<file path="config.mk">
export PLATFORM = sky130hd
export DESIGN_NAME = apcsc_ram
export DESIGN_NICKNAME = d
export VERILOG_FILES = /design/src/sv/apcsc_ram.sv
export SDC_FILE = /design/constraint.sdc
export NUM_CORES = 1
export LEC_CHECK = 0
export BUFFER_PORTS_ARGS = -buffer_cell sky130_fd_sc_hd__clkbuf_2
export CAP_MARGIN = 20
export CORE_UTILIZATION = 54
export CTS_CLUSTER_DIAMETER = 50
export DETAILED_ROUTE_END_ITERATION = 16
export PLACE_DENSITY = 0.71
export SYNTH_ARGS = -nofsm -noshare
export SYNTH_HDL_FRONTEND = slang
export SYNTH_SLANG_ARGS = --single-unit
</file>
<file path="constraint.sdc">
create_clock -name clk -period 1.6 [get_ports clk]
set_input_delay 0.16 -clock clk [delete_from_list [all_inputs] [get_ports clk]]
set_output_delay 0.16 -clock clk [all_outputs]
set_load 0.01 [all_outputs]
</file>
<file path="src/sv/apcsc_ram.sv">
// ----------------------------------------------------------------------------
// apcsc_ram
// Generic single-write, single-read synchronous RAM with registered read.
// ----------------------------------------------------------------------------
module apcsc_ram #(
	parameter int WIDTH = 8,
	parameter int DEPTH = 16
) (
	input  logic                     clk,
	input  logic                     we,
	input  logic [$clog2(DEPTH)-1:0] waddr,
	input  logic [WIDTH-1:0]         wdata,
	input  logic [$clog2(DEPTH)-1:0] raddr,
	output logic [WIDTH-1:0]         rdata
);

	logic [WIDTH-1:0] mem_q [DEPTH];

	// write port and registered read port
	always_ff @(posedge clk) begin
		if (we) begin
			mem_q[waddr] <= wdata;
		end
		rdata <= mem_q[raddr];
	end

endmodule

</file>
==> results.sh <==
export IMPL_run_status="complete, no violations"
export IMPL_cp_required_ns=2.00
export IMPL_grt_antenna_before_repair=0
export IMPL_insertion_delay_ns=0.51
export IMPL_fmaxAchievable_mhz=749
export IMPL_grt_pass1_vias=2434
export IMPL_core_area_um2=9240
export IMPL_fin_crit_sh=0.834
export IMPL_post_synth_num_cell_types=19
export IMPL_detailedRoute_firstPassIterationCount=4
export IMPL_power_static_leakage_nw=2.11
export IMPL_ctsLongestPathBuffers=2
export IMPL_worst_setup_path_startpoint="mem_q[2][7]$_DFFE_PP_"
export IMPL_synth_seq_area_share=0.778
export IMPL_power_net_switching_mw=1.69
export IMPL_timing_reg2reg_setup_slack_ns=0.27
export IMPL_instance_count_of_the_mapped_netlist=229
export IMPL_finish_net_count=304
export IMPL_areaGrowthSynthToFinish_pct=19.5
export IMPL_worstHoldPathType="in2reg"
export IMPL_dpl_instance_area_um2=5560
export IMPL_syn_mean_instance_area_um2=22.5
export IMPL_number_of_inserted_diodes=0
export IMPL_final_fill_count=592
export IMPL_regArea_um2=4000
export IMPL_kind_of_capture_point_of_the_worst_setup_path="flip-flop"
export IMPL_viasPerCell=5.81
export IMPL_final_hold_violation_count=0
export IMPL_die_w_um=99.6
export IMPL_postRouteWirelength_mm=9.59
export IMPL_timing_worst_slew_pin_value_ns=0.411
export IMPL_worst_path_max_fanout=1
export IMPL_gr_usage_all_layers=0.214
export IMPL_numPortBuffers=25
export IMPL_register_clock_pin_slew_on_the_reported_worst_setup_and_hold_paths_ns=0.06
export IMPL_cts_buffers=17
export IMPL_postSynthRegisterBits=136
export IMPL_routabilityCongestion=0.735
export IMPL_grt_start_max_net_pins=33
export IMPL_max_slew_margin_rel=0.726
export IMPL_final_setup_viol_count=0
export IMPL_layout_cells_most_common="sky130_fd_sc_hd__edfxtp_1"
export IMPL_slew_violations=0
export IMPL_floorplan_die_height_um=99.6
export IMPL_clock_skew_final_ns=0.00634
export IMPL_postCtsSetupBuffers=0
export IMPL_dr_total_vias=2485
export IMPL_global_route_wire_length_before_repair_mm=14.5
export IMPL_crit_path_kind="reg2reg"
export IMPL_tritoncts="done"
export IMPL_remaining_drc_errors=0
export IMPL_number_of_buffers_added_to_fix_hold_violations_after_cts=0
export IMPL_detailedRoute_firstIterationViolations=134
export IMPL_final_layout_size_suffix_gt1_frac=0.328
export IMPL_internal_power_mw=6.54
export IMPL_area_occupied_by_multi_input_gates_um2=1060
export IMPL_drt_wirelength_per_cell_um=22.4
export IMPL_initial_core_util=0.557
export IMPL_worst_r2r_startpoint="mem_q[2][7]$_DFFE_PP_"
export IMPL_fp_row_count=35
export IMPL_dp_worst_setup_slack_ns=0.0106
export IMPL_vdd_drop_max_mv=0.813
export IMPL_cts_num_sinks=136
export IMPL_layout_cells_most_common_list="128 x sky130_fd_sc_hd__edfxtp_1, 25 x sky130_fd_sc_hd__clkbuf_2, 20 x sky130_fd_sc_hd__buf_4"
export IMPL_drtAntennaViolNets=0
export IMPL_startpoint_type="flip-flop"
export IMPL_rsz0062_at_grt="false"
export IMPL_power_share_sequential=0.488
export IMPL_cts_root_buf="sky130_fd_sc_hd__clkbuf_8"
export IMPL_netSwitchingFraction=0.205
export IMPL_holdCritStartpoint="wdata[1]"
export IMPL_htreeDepth=4
export IMPL_post_cts_resize_count=0
export IMPL_power_combinational_fraction=0.046
export IMPL_syn_nets=247
export IMPL_post_route_setup_slack_ns=0.265
export IMPL_detailed_place_hpwl_mm=5.95
export IMPL_yosysWarningCount=0
export IMPL_final_period_minus_worst_setup_slack_ns=1.33
export IMPL_die_area_um2=9930
export IMPL_boundary_pin_count=26
export IMPL_post_synth_instance_area_um2=5150
export IMPL_cap_violations=0
export IMPL_worst_path_arrival_time_ns=1.73
export IMPL_power_density_nw_per_um2=1340
export IMPL_grt_overflow_total=0
export IMPL_pwr_share_clk=0.466
export IMPL_totalNegativeSetupSlack_ns=0
export IMPL_postLayoutCellArea_um2=6150
## final timing paths
| path | endpoint | cells after the start |
|---|---|---|
| min | mem_q[12][1]$_DFFE_PP_ | 1 |
| max reg2reg | rdata[7]$_DFF_P_ | 3 |
| max | rdata[7]$_DFF_P_ | 3 |
| min reg2reg | rdata[7]$_DFF_P_ | 3 |
## through the flow
stage / util / hold slack [ns] / power [mW] / cells
6_report: 0.666 / 0.0597 / 8.23 / 428
5_1_grt: 0.666 / 0.0719 / 8.46 / 428
4_1_cts: 0.666 / 0.0499 / 8.28 / 428
3_5_place_dp: 0.602 / 0.552 / 4.47 / 396
3_3_place_gp: 0.602 / 0.555 / 4.46 / 396
2_1_floorplan: - / 0.259 / 4.29 / 229
## cell type report
| class | count | share of cell area |
|---|---|---|
| sequential | 136 | 0.651 |
| clock inverter | 14 | 0.0281 |
| multi-input combinational | 83 | 0.173 |
| timing repair buffer | 48 | 0.0545 |
| clock buffer | 18 | 0.0679 |
| tap | 129 | 0.0262 |
## Yosys cell counts
cell type	instances	area [um^2]
sky130_fd_sc_hd__a22oi_1	16	120
sky130_fd_sc_hd__and2_1	1	6.26
sky130_fd_sc_hd__and2b_1	1	7.51
sky130_fd_sc_hd__buf_2	3	15.0
sky130_fd_sc_hd__buf_4	1	7.51
sky130_fd_sc_hd__buf_6	3	33.8
sky130_fd_sc_hd__clkdlybuf4s25_2	3	30.0
sky130_fd_sc_hd__dfxtp_1	8	160
sky130_fd_sc_hd__edfxtp_1	128	3840
sky130_fd_sc_hd__mux4_1	14	368
sky130_fd_sc_hd__mux4_2	18	405
sky130_fd_sc_hd__nand2_1	9	33.8
sky130_fd_sc_hd__nand2b_1	2	12.5
sky130_fd_sc_hd__nand3_1	1	5.00
sky130_fd_sc_hd__nand3b_1	2	15.0
sky130_fd_sc_hd__nor2_1	13	48.8
sky130_fd_sc_hd__nor2b_1	1	6.26
sky130_fd_sc_hd__nor3_1	4	20.0
sky130_fd_sc_hd__or3b_2	1	8.76
## power by group through the flow
stage	combinational, mW	sequential, mW	clock (mW)
3_3_place_gp	0.376	4.08	0
2_1_floorplan	0.202	4.09	0
6_report	0.378	4.01	3.84
3_5_place_dp	0.383	4.09	0
5_1_grt	0.415	4.02	4.03
4_1_cts	0.386	4.01	3.89
## cell families after synthesis
| kind of cell | Yosys count | synth area share |
|---|---|---|
| compound gates | 16 | 0.0233 |
| mux | 32 | 0.150 |
| simple gates | 35 | 0.0318 |
| flops | 136 | 0.778 |
| buf+inv | 10 | 0.0168 |
## registers in the layout, summed over array words and instances (netlist names)
| signal | count |
|---|---|
| rdata | 8 |
| mem_q | 128 |
## worst max-delay path, cell delays in order, from the launching register on
cell and delay, ns:
sky130_fd_sc_hd__edfxtp_1 0.38, sky130_fd_sc_hd__mux4_2 0.47, sky130_fd_sc_hd__a22oi_1 0.29, sky130_fd_sc_hd__nand2_1 0.08
## per-layer routing
layer	up-vias	track usage	wire [um]
li1	1088	-	-
met1	1316	0.300	4250
met2	71	0.326	4740
met3	10	0.0583	440
met4	0	0.0871	159
met5	-	0	0
(Power assumes the default switching activity.)
